===== src/rtl/core/ps2m_pkg.sv =====
package ps2m_pkg;

    // Event codes carried on the input opcode field
    typedef enum logic [1:0] {
        OP_TICK    = 2'd0,
        OP_BYTE    = 2'd1,
        OP_RESTART = 2'd2,
        OP_IGNORED = 2'd3
    } t_opcode;

    // Configuration register indexes
    typedef enum logic [1:0] {
        CFG_WHEEL_ENABLE   = 2'd0,
        CFG_INIT_TIMEOUT   = 2'd1,
        CFG_PACKET_TIMEOUT = 2'd2
    } t_cfg_index;

    // Controller phase
    typedef enum logic [1:0] {
        PH_START  = 2'd0,
        PH_SCRIPT = 2'd1,
        PH_RUN    = 2'd2
    } t_phase;

    localparam int unsigned PTR_W          = 5;
    localparam int unsigned SEND_W         = 4;
    localparam int unsigned AWAIT_W        = 7;
    localparam int unsigned TIMER_W        = 16;
    localparam int unsigned PIDX_W         = 3;
    localparam int unsigned CFG_W          = 16;
    localparam int unsigned SCRIPT_DEPTH   = 16;

    localparam logic [TIMER_W-1:0] INIT_TIMEOUT_RST   = 16'd3500;
    localparam logic [TIMER_W-1:0] PACKET_TIMEOUT_RST = 16'd500;

    // Mouse command bytes
    localparam logic [7:0] CMD_RESET    = 8'hFF;
    localparam logic [7:0] CMD_ENABLE   = 8'hF4;
    localparam logic [7:0] CMD_SET_RATE = 8'hF3;
    localparam logic [7:0] CMD_GET_ID   = 8'hF2;
    localparam logic [7:0] RATE_200     = 8'd200;
    localparam logic [7:0] RATE_100     = 8'd100;
    localparam logic [7:0] RATE_80      = 8'd80;

    // Script entry kinds: top bit set awaits replies, else sends bytes
    localparam logic [7:0] AWAIT_FLAG   = 8'h80;
    localparam logic [7:0] ENTRY_END    = 8'h00;
    localparam logic [7:0] SEND_ONE     = 8'h01;
    localparam logic [7:0] SEND_KNOCK   = 8'h07;
    localparam logic [7:0] AWAIT_ONE    = AWAIT_FLAG | 8'h01;
    localparam logic [7:0] AWAIT_TWO    = AWAIT_FLAG | 8'h02;

    typedef struct packed {
        t_phase               phase;
        logic [SEND_W-1:0]    send;
        logic [AWAIT_W-1:0]   awt;
    } t_load;

    typedef struct packed {
        logic       tx_valid;
        logic [7:0] tx_byte;
        logic       packet_valid;
        logic [7:0] packet_status;
        logic [7:0] packet_dx;
        logic [7:0] packet_dy;
        logic       flush_request;
        logic       initialised;
        logic       four_byte_mode;
    } t_result;

    // Init scripts: plain and wheel knock sequence
    function automatic logic [7:0] script_table(input logic wheel, input logic [PTR_W-1:0] p);
        logic [7:0] e;
        e = ENTRY_END;
        if (wheel) begin
            case (p)
                5'd0:    e = SEND_ONE;
                5'd1:    e = CMD_RESET;
                5'd2:    e = AWAIT_TWO;
                5'd3:    e = SEND_KNOCK;
                5'd4:    e = CMD_SET_RATE;
                5'd5:    e = RATE_200;
                5'd6:    e = CMD_SET_RATE;
                5'd7:    e = RATE_100;
                5'd8:    e = CMD_SET_RATE;
                5'd9:    e = RATE_80;
                5'd10:   e = CMD_GET_ID;
                5'd11:   e = AWAIT_ONE;
                5'd12:   e = SEND_ONE;
                5'd13:   e = CMD_ENABLE;
                default: e = ENTRY_END;
            endcase
        end else begin
            case (p)
                5'd0:    e = SEND_ONE;
                5'd1:    e = CMD_RESET;
                5'd2:    e = AWAIT_TWO;
                5'd3:    e = SEND_ONE;
                5'd4:    e = CMD_ENABLE;
                default: e = ENTRY_END;
            endcase
        end
        return e;
    endfunction

    // Turn a script entry into send / await counts; a zero count ends the script
    function automatic t_load decode_entry(input logic [7:0] e);
        t_load l;
        l.phase = PH_SCRIPT;
        if (e[7]) begin
            l.awt  = e[AWAIT_W-1:0];
            l.send = '0;
            if (l.awt == '0) begin
                l.phase = PH_RUN;
            end
        end else begin
            l.send = e[SEND_W-1:0];
            l.awt  = '0;
            if (l.send == '0) begin
                l.phase = PH_RUN;
            end
        end
        return l;
    endfunction

endpackage


===== src/rtl/core/ps2_mouse_init_and_packet_assembler.sv =====
// PS/2 mouse host controller: init script walker and packet assembler.
// A result is registered in the output register, or in the skid register if stalled.
// Throughput: one item per cycle while o_in_stall is low; the whole state update is
// one combinational pass into the state and output registers, with a skid stage on the output.
// Reset (synchronous, active low) restores register defaults and restarts the script.
module ps2_mouse_init_and_packet_assembler #(
    parameter int SCRIPT_DEPTH = ps2m_pkg::SCRIPT_DEPTH
) (
    input  logic                        i_clk,
    input  logic                        i_rst_n,
    // configuration write port
    input  logic                        i_cfg_we,
    input  logic [1:0]                  i_cfg_index,
    input  logic [ps2m_pkg::CFG_W-1:0]  i_cfg_data,
    // input channel
    input  logic                        i_in_valid,
    output logic                        o_in_stall,
    input  logic [1:0]                  i_opcode,
    input  logic [7:0]                  i_rx_byte,
    // output channel
    output logic                        o_out_valid,
    input  logic                        i_out_stall,
    output logic                        o_tx_valid,
    output logic [7:0]                  o_tx_byte,
    output logic                        o_packet_valid,
    output logic [7:0]                  o_packet_status,
    output logic [7:0]                  o_packet_dx,
    output logic [7:0]                  o_packet_dy,
    output logic                        o_flush_request,
    output logic                        o_initialised,
    output logic                        o_four_byte_mode
);

    localparam int unsigned PTR_W   = ps2m_pkg::PTR_W;
    localparam int unsigned SEND_W  = ps2m_pkg::SEND_W;
    localparam int unsigned AWAIT_W = ps2m_pkg::AWAIT_W;
    localparam int unsigned TIMER_W = ps2m_pkg::TIMER_W;
    localparam int unsigned PIDX_W  = ps2m_pkg::PIDX_W;

    // configuration
    logic               r_wheel;
    logic [TIMER_W-1:0] r_init_to;
    logic [TIMER_W-1:0] r_pkt_to;

    // state
    ps2m_pkg::t_phase   r_phase,  n_phase;
    logic [PTR_W-1:0]   r_ptr,    n_ptr;
    logic [SEND_W-1:0]  r_send,   n_send;
    logic [AWAIT_W-1:0] r_awt,    n_awt;
    logic [TIMER_W-1:0] r_timer,  n_timer;
    logic [PIDX_W-1:0]  r_pidx,   n_pidx;
    logic               r_len4,   n_len4;
    logic [7:0]         r_pkt_store [3];
    logic [7:0]         n_pkt_store [3];

    // output stage
    ps2m_pkg::t_result  n_res, r_out, r_skid;
    logic               r_out_valid, r_skid_valid;

    logic               in_xfer;
    logic               out_xfer;

    assign o_in_stall = r_skid_valid;
    assign in_xfer    = i_in_valid && !r_skid_valid;
    assign out_xfer   = r_out_valid && !i_out_stall;

    // Script entry read, ending the script at or past the depth
    function automatic logic [7:0] fetch(input logic wheel, input logic [PTR_W-1:0] p);
        logic [7:0] e;
        e = ps2m_pkg::ENTRY_END;
        if (int'(p) < SCRIPT_DEPTH) begin
            e = ps2m_pkg::script_table(wheel, p);
        end
        return e;
    endfunction

    // Step the controller for one event
    always_comb begin
        logic [7:0]        e;
        ps2m_pkg::t_load   ld;
        ps2m_pkg::t_opcode op;

        n_phase     = r_phase;
        n_ptr       = r_ptr;
        n_send      = r_send;
        n_awt       = r_awt;
        n_timer     = r_timer;
        n_pidx      = r_pidx;
        n_len4      = r_len4;
        n_pkt_store = r_pkt_store;
        n_res       = '0;
        e           = '0;
        ld          = '0;
        op          = ps2m_pkg::t_opcode'(i_opcode);

        if (op != ps2m_pkg::OP_IGNORED) begin
            if (op == ps2m_pkg::OP_RESTART) begin
                n_phase = ps2m_pkg::PH_START;
            end

            case (n_phase)
                ps2m_pkg::PH_SCRIPT: begin
                    if (n_awt == '0 && n_send != '0) begin
                        // send the next command byte, expect one acknowledge
                        e                = fetch(r_wheel, n_ptr);
                        n_ptr            = n_ptr + 1'b1;
                        n_res.tx_valid   = 1'b1;
                        n_res.tx_byte    = e;
                        n_send           = n_send - 1'b1;
                        n_awt            = AWAIT_W'(1);
                        n_timer          = r_init_to;
                        if (op == ps2m_pkg::OP_BYTE) begin
                            // byte during pending send counts as its acknowledge
                            n_awt = '0;
                            if (n_send == '0) begin
                                ld      = ps2m_pkg::decode_entry(fetch(r_wheel, n_ptr));
                                n_ptr   = n_ptr + 1'b1;
                                n_phase = ld.phase;
                                n_send  = ld.send;
                                n_awt   = ld.awt;
                            end
                        end
                    end else if (n_awt != '0) begin
                        if (op == ps2m_pkg::OP_BYTE) begin
                            n_awt = n_awt - 1'b1;
                            if (n_awt == '0 && n_send == '0) begin
                                ld      = ps2m_pkg::decode_entry(fetch(r_wheel, n_ptr));
                                n_ptr   = n_ptr + 1'b1;
                                n_phase = ld.phase;
                                n_send  = ld.send;
                                n_awt   = ld.awt;
                            end
                        end else begin
                            // count down; restart and flush on timeout
                            if (n_timer != '0) begin
                                n_timer = n_timer - 1'b1;
                            end
                            if (n_timer == '0) begin
                                n_res.flush_request = 1'b1;
                                n_phase             = ps2m_pkg::PH_START;
                            end
                        end
                    end else begin
                        n_phase = ps2m_pkg::PH_RUN;
                    end
                end

                ps2m_pkg::PH_RUN: begin
                    if (op == ps2m_pkg::OP_TICK) begin
                        if (n_timer != '0) begin
                            n_timer = n_timer - 1'b1;
                        end
                    end else begin
                        // stale partial packet: toggle length and drop it
                        if (n_pidx != '0 && n_timer == '0) begin
                            n_len4 = ~n_len4;
                            n_pidx = '0;
                        end
                        if (n_pidx < PIDX_W'(3)) begin
                            n_pkt_store[n_pidx[1:0]] = i_rx_byte;
                        end
                        n_pidx = n_pidx + 1'b1;
                        if (n_pidx >= (n_len4 ? PIDX_W'(4) : PIDX_W'(3))) begin
                            n_res.packet_valid  = 1'b1;
                            n_res.packet_status = n_pkt_store[0];
                            n_res.packet_dx     = n_pkt_store[1];
                            n_res.packet_dy     = n_pkt_store[2];
                            n_pidx              = '0;
                        end
                        n_timer = r_pkt_to;
                    end
                end

                default: begin
                    // start: load the first entry, drop any carried byte
                    ld      = ps2m_pkg::decode_entry(fetch(r_wheel, '0));
                    n_ptr   = PTR_W'(1);
                    n_phase = ld.phase;
                    n_send  = ld.send;
                    n_awt   = ld.awt;
                end
            endcase
        end

        n_res.initialised    = (n_phase == ps2m_pkg::PH_RUN);
        n_res.four_byte_mode = n_len4;
    end

    // Configuration registers and controller state
    always_ff @(posedge i_clk) begin
        if (!i_rst_n) begin
            r_wheel   <= 1'b1;
            r_init_to <= ps2m_pkg::INIT_TIMEOUT_RST;
            r_pkt_to  <= ps2m_pkg::PACKET_TIMEOUT_RST;
            r_phase   <= ps2m_pkg::PH_START;
            r_ptr     <= '0;
            r_send    <= '0;
            r_awt     <= '0;
            r_timer   <= '0;
            r_pidx    <= '0;
            r_len4    <= 1'b1;
        end else begin
            if (in_xfer) begin
                r_phase <= n_phase;
                r_ptr   <= n_ptr;
                r_send  <= n_send;
                r_awt   <= n_awt;
                r_timer <= n_timer;
                r_pidx  <= n_pidx;
                r_len4  <= n_len4;
            end
            if (i_cfg_we) begin
                case (ps2m_pkg::t_cfg_index'(i_cfg_index))
                    ps2m_pkg::CFG_WHEEL_ENABLE: begin
                        r_wheel <= i_cfg_data[0];
                        r_len4  <= i_cfg_data[0];
                    end
                    ps2m_pkg::CFG_INIT_TIMEOUT: begin
                        r_init_to <= i_cfg_data;
                    end
                    ps2m_pkg::CFG_PACKET_TIMEOUT: begin
                        r_pkt_to <= i_cfg_data;
                    end
                    default: begin
                    end
                endcase
            end
        end
    end

    // Packet byte store
    always_ff @(posedge i_clk) begin
        if (in_xfer) begin
            r_pkt_store <= n_pkt_store;
        end
    end

    // Output register and skid stage valid flags
    always_ff @(posedge i_clk) begin
        if (!i_rst_n) begin
            r_out_valid  <= 1'b0;
            r_skid_valid <= 1'b0;
        end else begin
            if (!r_out_valid || out_xfer) begin
                if (r_skid_valid) begin
                    r_out_valid  <= 1'b1;
                    r_skid_valid <= 1'b0;
                end else begin
                    r_out_valid <= in_xfer;
                end
            end else if (in_xfer) begin
                r_skid_valid <= 1'b1;
            end
        end
    end

    // Output and skid payload
    always_ff @(posedge i_clk) begin
        if (!r_out_valid || out_xfer) begin
            if (r_skid_valid) begin
                r_out <= r_skid;
            end else if (in_xfer) begin
                r_out <= n_res;
            end
        end else if (in_xfer) begin
            r_skid <= n_res;
        end
    end

    assign o_out_valid      = r_out_valid;
    assign o_tx_valid       = r_out.tx_valid;
    assign o_tx_byte        = r_out.tx_byte;
    assign o_packet_valid   = r_out.packet_valid;
    assign o_packet_status  = r_out.packet_status;
    assign o_packet_dx      = r_out.packet_dx;
    assign o_packet_dy      = r_out.packet_dy;
    assign o_flush_request  = r_out.flush_request;
    assign o_initialised    = r_out.initialised;
    assign o_four_byte_mode = r_out.four_byte_mode;

endmodule

===== config.mk =====
export PLATFORM = sky130hd
export DESIGN_NAME = ps2_mouse_init_and_packet_assembler
export DESIGN_NICKNAME = d
export VERILOG_FILES = /design/src/rtl/core/ps2m_pkg.sv /design/src/rtl/core/ps2_mouse_init_and_packet_assembler.sv
export SDC_FILE = /design/constraint.sdc
export NUM_CORES = 1
export LEC_CHECK = 0
export BUFFER_PORTS_ARGS = -buffer_cell sky130_fd_sc_hd__buf_2
export CORE_MARGIN = 2
export CORE_UTILIZATION = 37
export CTS_CLUSTER_SIZE = 40
export DETAILED_ROUTE_END_ITERATION = 8
export SKIP_LAST_GASP = 1
export SYNTH_ARGS = -nofsm -noshare
export SYNTH_HDL_FRONTEND = slang
export SYNTH_SLANG_ARGS = --single-unit

===== constraint.sdc =====
create_clock -name i_clk -period 4.37 [get_ports i_clk]
set_input_delay 0.437 -clock i_clk [delete_from_list [all_inputs] [get_ports i_clk]]
set_output_delay 0.437 -clock i_clk [all_outputs]
set_load 0.03 [all_outputs]

After elaboration in Yosys (flattened, before gate mapping)
Memories as Yosys holds them, arrays and structs flattened. A register that Yosys moved wholly into a read port is not among the register bits.
Index checks and enable logic that the tools add are counted.
Operators by class
  add/sub/neg operators: 6
  $lt $le $gt $ge: 6
  equality and inequality tests: 20
  multiplexer cells: 114
  bitwise gates (word level): 6
  reductions and logical operators: 45
Operators with widths (number)
  8-bit 2-to-1 mux: 23
  16-bit 2-to-1 mux: 10
  25-bit 2-to-1 mux: 3
  37-bit 2-to-1 mux: 2
  8-bit case mux with 4 select lines: 2
  7-bit 2-to-1 mux: 6
  4-bit 2-to-1 mux: 10
  13-bit 2-to-1 mux: 3
  7-bit logical NOT: 5
  35-bit 2-to-1 mux: 1
  16-bit logical NOT: 2
  2-bit 2-to-1 mux: 16
  16-bit case mux with 2 select lines: 1
  5-bit 2-to-1 mux: 6
  24-bit bitwise mux: 1
  24-bit 2-to-1 mux: 1
  5-bit by 2-bit equality test with 1-bit output, second input constant: 4
  4-bit logical NOT: 5
  3-bit 2-to-1 mux: 6
  9-bit 2-to-1 mux: 2
  8-bit demux with 2-bit select: 1
  1-bit 2-to-1 mux: 16
  16-bit nonzero test: 1
  16-bit by 1-bit subtractor with 16-bit output, second input constant: 1
  other kinds (35): 69
Storage, ports and cells
  flip-flop bits (word level): 171
  bits in read-only memories: 384
  input bits: 33
  output and inout bits: 39
  word-level logic and storage cells: 233
  memories kept: 3
Memory list
  (no name shown): words 16, bits a word 8, rd ports 1, clocked after memory_dff 1, wr ports 0, RTL line ps2m_pkg.sv:76  | case (p)
  (no name shown): words 16, bits a word 8, rd ports 1, clocked after memory_dff 0, wr ports 0, RTL line ps2m_pkg.sv:76
  (no name shown): words 16, bits a word 8, rd ports 1, clocked after memory_dff 1, wr ports 0, RTL line ps2m_pkg.sv:76

Logic depth before layout (Yosys ltp)
  depth in word-level cells: 23
  mapped depth: 19
  depth with buffers taken out: 16

Worst setup path after synthesis
No wires, ideal clock.
  path kind: input to register
  start point: in i_opcode[0]
  end point: reg (tool-made name)
  setup time: 0.117 ns
  arrival: 3.384 ns
  data required time: 4.253 ns
  path slack: 0.869 ns
  stages on the path: 17
  buffers on the path: 3
  path through: clkbuf_1 nand2b_1 nand2_1 inv_1 ha_1 clkbuf_1 inv_1 nand2_1 or4_1 clkbuf_1 o41ai_1 a41oi_1 nand2_1 inv_1 ha_1 mux2_2 o22a_1
RTL lines
  start: declaration: RTL line ps2_mouse_init_and_packet_assembler.sv:18  | input logic [1:0] i_opcode,

Worst setup path after layout
  start point: reg r_timer[0]
  end point: reg r_out (netlist bit o_packet_dx[2]) (data pin)
On the way
  word-level cells in the longest chain between the ends: 19
  elaborated cells on any way between the ends: 28
  those cells by class: add/sub (1); order compare (4); mux (19); bitwise (1); reduce/logical (3)
Ends and longest elaborated chain
  start: declaration: RTL line ps2_mouse_init_and_packet_assembler.sv:50  | logic [TIMER_W-1:0] r_timer, n_timer;
  start signal: assignment: RTL line ps2_mouse_init_and_packet_assembler.sv:208  | r_timer <= n_timer;
  16-bit logical NOT (*): RTL line ps2_mouse_init_and_packet_assembler.sv:155  | if (n_pidx != '0 && n_timer == '0) begin
  1-bit logical AND (*): RTL line ps2_mouse_init_and_packet_assembler.sv:155
  3-bit 2-to-1 mux: RTL line ps2_mouse_init_and_packet_assembler.sv:155
  3-bit 2-to-1 mux: RTL line ps2_mouse_init_and_packet_assembler.sv:149  | if (op == ps2m_pkg::OP_TICK) begin
  3-bit 2-to-1 mux: RTL line ps2_mouse_init_and_packet_assembler.sv:101  | case (n_phase)
  3-bit 2-to-1 mux: RTL line ps2_mouse_init_and_packet_assembler.sv:96  | if (op != ps2m_pkg::OP_IGNORED) begin
  2-bit NOT with 3-bit output (implied by the code): RTL line ps2_mouse_init_and_packet_assembler.sv:160  | n_pkt_store[n_pidx[1:0]] = i_rx_byte;
  3-bit greater-or-equal comparator (implied by the code) or 3-bit by 1-bit less-than comparator with 1-bit output (tied branches): RTL line ps2_mouse_init_and_packet_assembler.sv:160
  [3 not listed]
  24-bit bitwise mux: RTL line ps2_mouse_init_and_packet_assembler.sv:160
  24-bit 2-to-1 mux: RTL line ps2_mouse_init_and_packet_assembler.sv:159  | if (n_pidx < PIDX_W'(3)) begin
  25-bit 2-to-1 mux (*): RTL line ps2_mouse_init_and_packet_assembler.sv:163  | if (n_pidx >= (n_len4 ? PIDX_W'(4) : PIDX_W'(3))) begin
  25-bit 2-to-1 mux (*): RTL line ps2_mouse_init_and_packet_assembler.sv:149
  25-bit 2-to-1 mux (*): RTL line ps2_mouse_init_and_packet_assembler.sv:101
  35-bit 2-to-1 mux (*): RTL line ps2_mouse_init_and_packet_assembler.sv:96
  37-bit 2-to-1 mux (*): RTL line ps2_mouse_init_and_packet_assembler.sv:262  | end else if (in_xfer) begin
  37-bit 2-to-1 mux (*): RTL line ps2_mouse_init_and_packet_assembler.sv:260  | if (r_skid_valid) begin
  end signal: assignment: RTL line ps2_mouse_init_and_packet_assembler.sv:261  | r_out <= r_skid;
  end signal: assignment: RTL line ps2_mouse_init_and_packet_assembler.sv:263  | r_out <= n_res;
  end: declaration: RTL line ps2_mouse_init_and_packet_assembler.sv:57  | ps2m_pkg::t_result n_res, r_out, r_skid;
Every way passes the cells marked *; elsewhere a longest branch is shown, timed or not. The select of a mux whose other input is x is not followed.
A chain may end at the register's enable or synchronous reset.

==> metrics.txt <==
# TYPE chip_impl_metric gauge
chip_impl_info{name="outcome",value="finished clean"} 1
chip_impl_metric{name="portBuffers",unit=""} 71
chip_impl_info{name="startpoint_kind_of_the_worst_setup_timing_path",value="flop"} 1
chip_impl_metric{name="cts_sinks",unit=""} 179
chip_impl_metric{name="firstDrtPassIters",unit=""} 5
chip_impl_metric{name="post_cts.resized_instances",unit=""} 0
chip_impl_info{name="critical_path.endpoint_type",value="flop"} 1
chip_impl_metric{name="drt_drc_violations_left",unit=""} 0
chip_impl_metric{name="hold_viol",unit=""} 0
chip_impl_info{name="worstHoldStart",value="i_cfg_data[8]"} 1
chip_impl_metric{name="drt_iter0_markers",unit=""} 817
chip_impl_metric{name="floorplan.rows",unit=""} 60
chip_impl_metric{name="pins_over_their_slew_limit",unit=""} 0
chip_impl_metric{name="first_global_vias",unit=""} 7637
chip_impl_metric{name="floorplan.die_area",unit="um2"} 28400
chip_impl_metric{name="worstMarginPinSlew",unit="ps"} 1010
chip_impl_metric{name="viasPerCell",unit=""} 5.48
chip_impl_metric{name="post_route_cells_drive_above_1_share",unit="%"} 12.8
chip_impl_metric{name="design.portCount",unit=""} 72
chip_impl_metric{name="fin_area",unit="um2"} 11300
chip_impl_metric{name="place.gp.congestion",unit=""} 0.911
chip_impl_metric{name="detailroute.via_count",unit=""} 8336
chip_impl_metric{name="required",unit="ps"} 4520
chip_impl_metric{name="area_delta_synth_final",unit="%"} 12.8
chip_impl_metric{name="synth_async_sr_flop_share",unit="%"} 0
chip_impl_metric{name="netlist_area",unit="um2"} 10000
chip_impl_metric{name="largest_net_degree_at_the_start_of_global_routing",unit=""} 72
chip_impl_metric{name="ys_ff_latch",unit=""} 179
chip_impl_metric{name="placement_setup_slack",unit="ps"} 617
chip_impl_metric{name="postRouteAntennaNets",unit=""} 0
chip_impl_metric{name="finalSetupViolations",unit=""} 0
chip_impl_metric{name="final.setup_skew",unit="ps"} 14.9
chip_impl_metric{name="cts_max_path_buffers",unit=""} 2
chip_impl_metric{name="post_dp_cell_area",unit="um2"} 10700
chip_impl_info{name="setup.worst_path.start",value="r_timer[0]"} 1
chip_impl_metric{name="finalHoldWorstSlack",unit="ps"} 229
chip_impl_metric{name="tritoncts.num_buffers",unit=""} 17
chip_impl_metric{name="cap_viol_max_count",unit=""} 0
chip_impl_info{name="crit_type",value="reg -> reg"} 1
chip_impl_metric{name="clock.fmax",unit="GHz"} 0.274
chip_impl_metric{name="ys_seq_area_share",unit="%"} 45.5
chip_impl_metric{name="power",unit="mW"} 4.14
chip_impl_metric{name="nets_final",unit=""} 1233
chip_impl_metric{name="setup-tns-final",unit="ps"} 0
chip_impl_info{name="rsz0062_at_grt",value="no"} 1
chip_impl_metric{name="worst_slew_margin_rel",unit="%"} 32.5
chip_impl_metric{name="syn_inst",unit=""} 1129
chip_impl_metric{name="routed_wirelength_normalized_by_instance_count",unit="um"} 16.9
chip_impl_metric{name="grt_remaining_overflow",unit=""} 0
chip_impl_metric{name="antenna_cells",unit=""} 0
chip_impl_metric{name="critical_path.max_fanout",unit=""} 50
chip_impl_info{name="worstHoldPathType",value="in -> reg"} 1
chip_impl_metric{name="post-route-worst-setup-slack",unit="ps"} 726
chip_impl_metric{name="yosys.cell_types.count",unit=""} 78
chip_impl_info{name="worst_r2r_startpoint",value="r_timer[0]"} 1
chip_impl_metric{name="syn-mean-instance-area",unit="um2"} 8.88
chip_impl_metric{name="ctsHoldBuffers",unit=""} 0
chip_impl_metric{name="postCtsSetupBuffers",unit=""} 0
chip_impl_metric{name="chipWidth",unit="um"} 169
chip_impl_metric{name="dp.final_hpwl",unit="um"} 17900
chip_impl_info{name="clockRootBuffer",value="clkbuf_16"} 1
chip_impl_metric{name="leakage",unit="nW"} 4.37
chip_impl_metric{name="power.ir.vdd_worst",unit="mV"} 0.253
chip_impl_metric{name="final_routed_wirelength_across_all_metal_layers",unit="um"} 25700
chip_impl_info{name="cts_tree",value="yes"} 1
chip_impl_metric{name="initial_core_util",unit="%"} 37.4
chip_impl_metric{name="synth_edf_count",unit=""} 98
chip_impl_metric{name="synth_top_cell_area_share",unit="%"} 29.4
chip_impl_metric{name="layout_worst_path_cycle_share",unit="%"} 83.4
chip_impl_metric{name="insertion_delay",unit="ps"} 430
chip_impl_metric{name="clkSlewWorstSetupHoldPaths",unit="ps"} 80
chip_impl_metric{name="number_of_antenna_violations_at_the_first_check_in_global_routing",unit=""} 0
chip_impl_metric{name="grt_first_pass_wirelength",unit="um"} 41200
chip_impl_info{name="synth.top_cells.by_area",value="edfxtp_1, dfxtp_1, nand2_1"} 1
chip_impl_metric{name="cp_data_arrival_time",unit="ps"} 3800
chip_impl_metric{name="finalCriticalPeriod",unit="ps"} 3640
chip_impl_metric{name="placeableCoreArea",unit="um2"} 26800
chip_impl_info{name="synth_top_cell_by_area",value="edfxtp_1"} 1
chip_impl_metric{name="synth_warnings",unit=""} 0
chip_impl_metric{name="cts_max_level",unit=""} 4
chip_impl_metric{name="mapped_nets",unit=""} 1195
chip_impl_info{name="synth_flop_cell",value="edfxtp_1"} 1
chip_impl_metric{name="pwr_density_cell",unit="nW/um2"} 366
chip_impl_metric{name="grt_use_total",unit="%"} 18.0
chip_impl_metric{name="dieHeight",unit="um"} 169
## cell usage in the layout, fill, tap and decap left out, drive strengths merged, types with 7 or more instances in the layout
| cell | count |
|---|---|
| nand2 | 186 |
| a211oi | 21 |
| nor4 | 7 |
| nand3 | 36 |
| dfxtp | 81 |
| ha | 33 |
| buf | 90 |
| a21o | 9 |
| clkbuf | 18 |
| and2 | 8 |
| a31oi | 9 |
| xnor2 | 16 |
| nor3 | 23 |
| mux2i | 34 |
| a21oi | 64 |
| o21ai | 54 |
| nor2 | 108 |
| or3 | 11 |
| edfxtp | 98 |
| inv | 67 |
| xor2 | 8 |
| o31ai | 35 |
| nand3b | 8 |
| o211ai | 17 |
| nor2b | 11 |
| nand4 | 7 |
| nand2b | 16 |
## per-layer routing
metal / vias up / part of all wire [%] / global-route usage, %
li1: 4127 / - / -
met1: 3926 / 50 / 26.6
met3: 25 / 5.3 / 3.06
met2: 258 / 44 / 27.6
met5: - / 0 / 0
met4: 0 / 1.2 / 3.94
## cell type report
class | instances | area, um2
clock buffer | 18 | 429
clock inverter | 14 | 178
fill | 2649 | 15500
inverter | 60 | 225
multi-input combinational | 819 | 4970
sequential | 179 | 4570
tap | 341 | 427
timing repair buffer | 90 | 510
## cells by family (layout without fill, tap and decap cells)
family                     count (synthesis)  count (layout)  share of synthesized area, %
and+or+nand+nor                          454             454                          21.2
AOI/OAI and AO/OA                        270             270                          18.2
DFF                                      179             179                          45.5
buffers and inverters                    131             182                          5.03
muxes                                     38              38                          3.92
adders and majority gates                 33              33                          4.12
xor gates and xnor gates                  24              24                          2.10
## registers in the layout, summed over array words and instances (netlist names), 2 cells and up, named ones only
signal,flops
r_pkt_store,24
o_tx_byte,8
r_phase,2
o_packet_status,8
r_timer,16
r_awt,7
r_pidx,3
o_packet_dx,8
r_ptr,5
r_pkt_to,16
r_skid,37
r_init_to,16
o_packet_dy,8
r_send,4
## worst paths after layout
kind | slack [ps] | cells after the start | end
max | 730 | 15 | o_packet_dx[2]
min | 230 | 3 | r_pkt_to[8]
min reg2reg | 450 | 2 | r_pkt_to[15]
max reg2reg | 730 | 15 | o_packet_dx[2]
## synthesized netlist by cell type, drive strengths merged, types with 8 or more instances
library cell / instances
nand2: 186
nor2: 108
edfxtp: 98
dfxtp: 81
a21oi: 64
clkbuf: 61
inv: 60
o21ai: 54
nand3: 36
o31ai: 35
mux2i: 34
ha: 33
nor3: 23
a211oi: 21
o211ai: 17
nand2b: 16
xnor2: 16
nor2b: 11
or3: 11
buf: 10
a21o: 9
a31oi: 9
and2: 8
nand3b: 8
xor2: 8
## worst max-delay path: stages, from the launching register on
cell      delay (ps)
dfxtp_1          340
inv_1            120
ha_1             210
nor2b_1          250
and4_1           380
nand2_1          260
nor2_1           210
xor2_1           210
inv_1             80
ha_1             260
nand2b_1         140
a21o_1           170
a21oi_1          200
or2_2            170
buf_12           230
o31ai_1          120
## metrics by stage
step,utilization (%),cells
6_report,42.2,1521
4_1_cts,42.2,1521
3_3_place_gp,39.9,1489
2_1_floorplan,-,1129
3_5_place_dp,39.9,1489
5_1_grt,42.2,1521
## power by group
group / switching (mW) / internal, mW
registers: 0.0417 / 1.83
clock network: 0.752 / 0.827
logic: 0.452 / 0.232
total: 1.25 / 2.89
No activity file was read; power rests on OpenSTA's default activity.
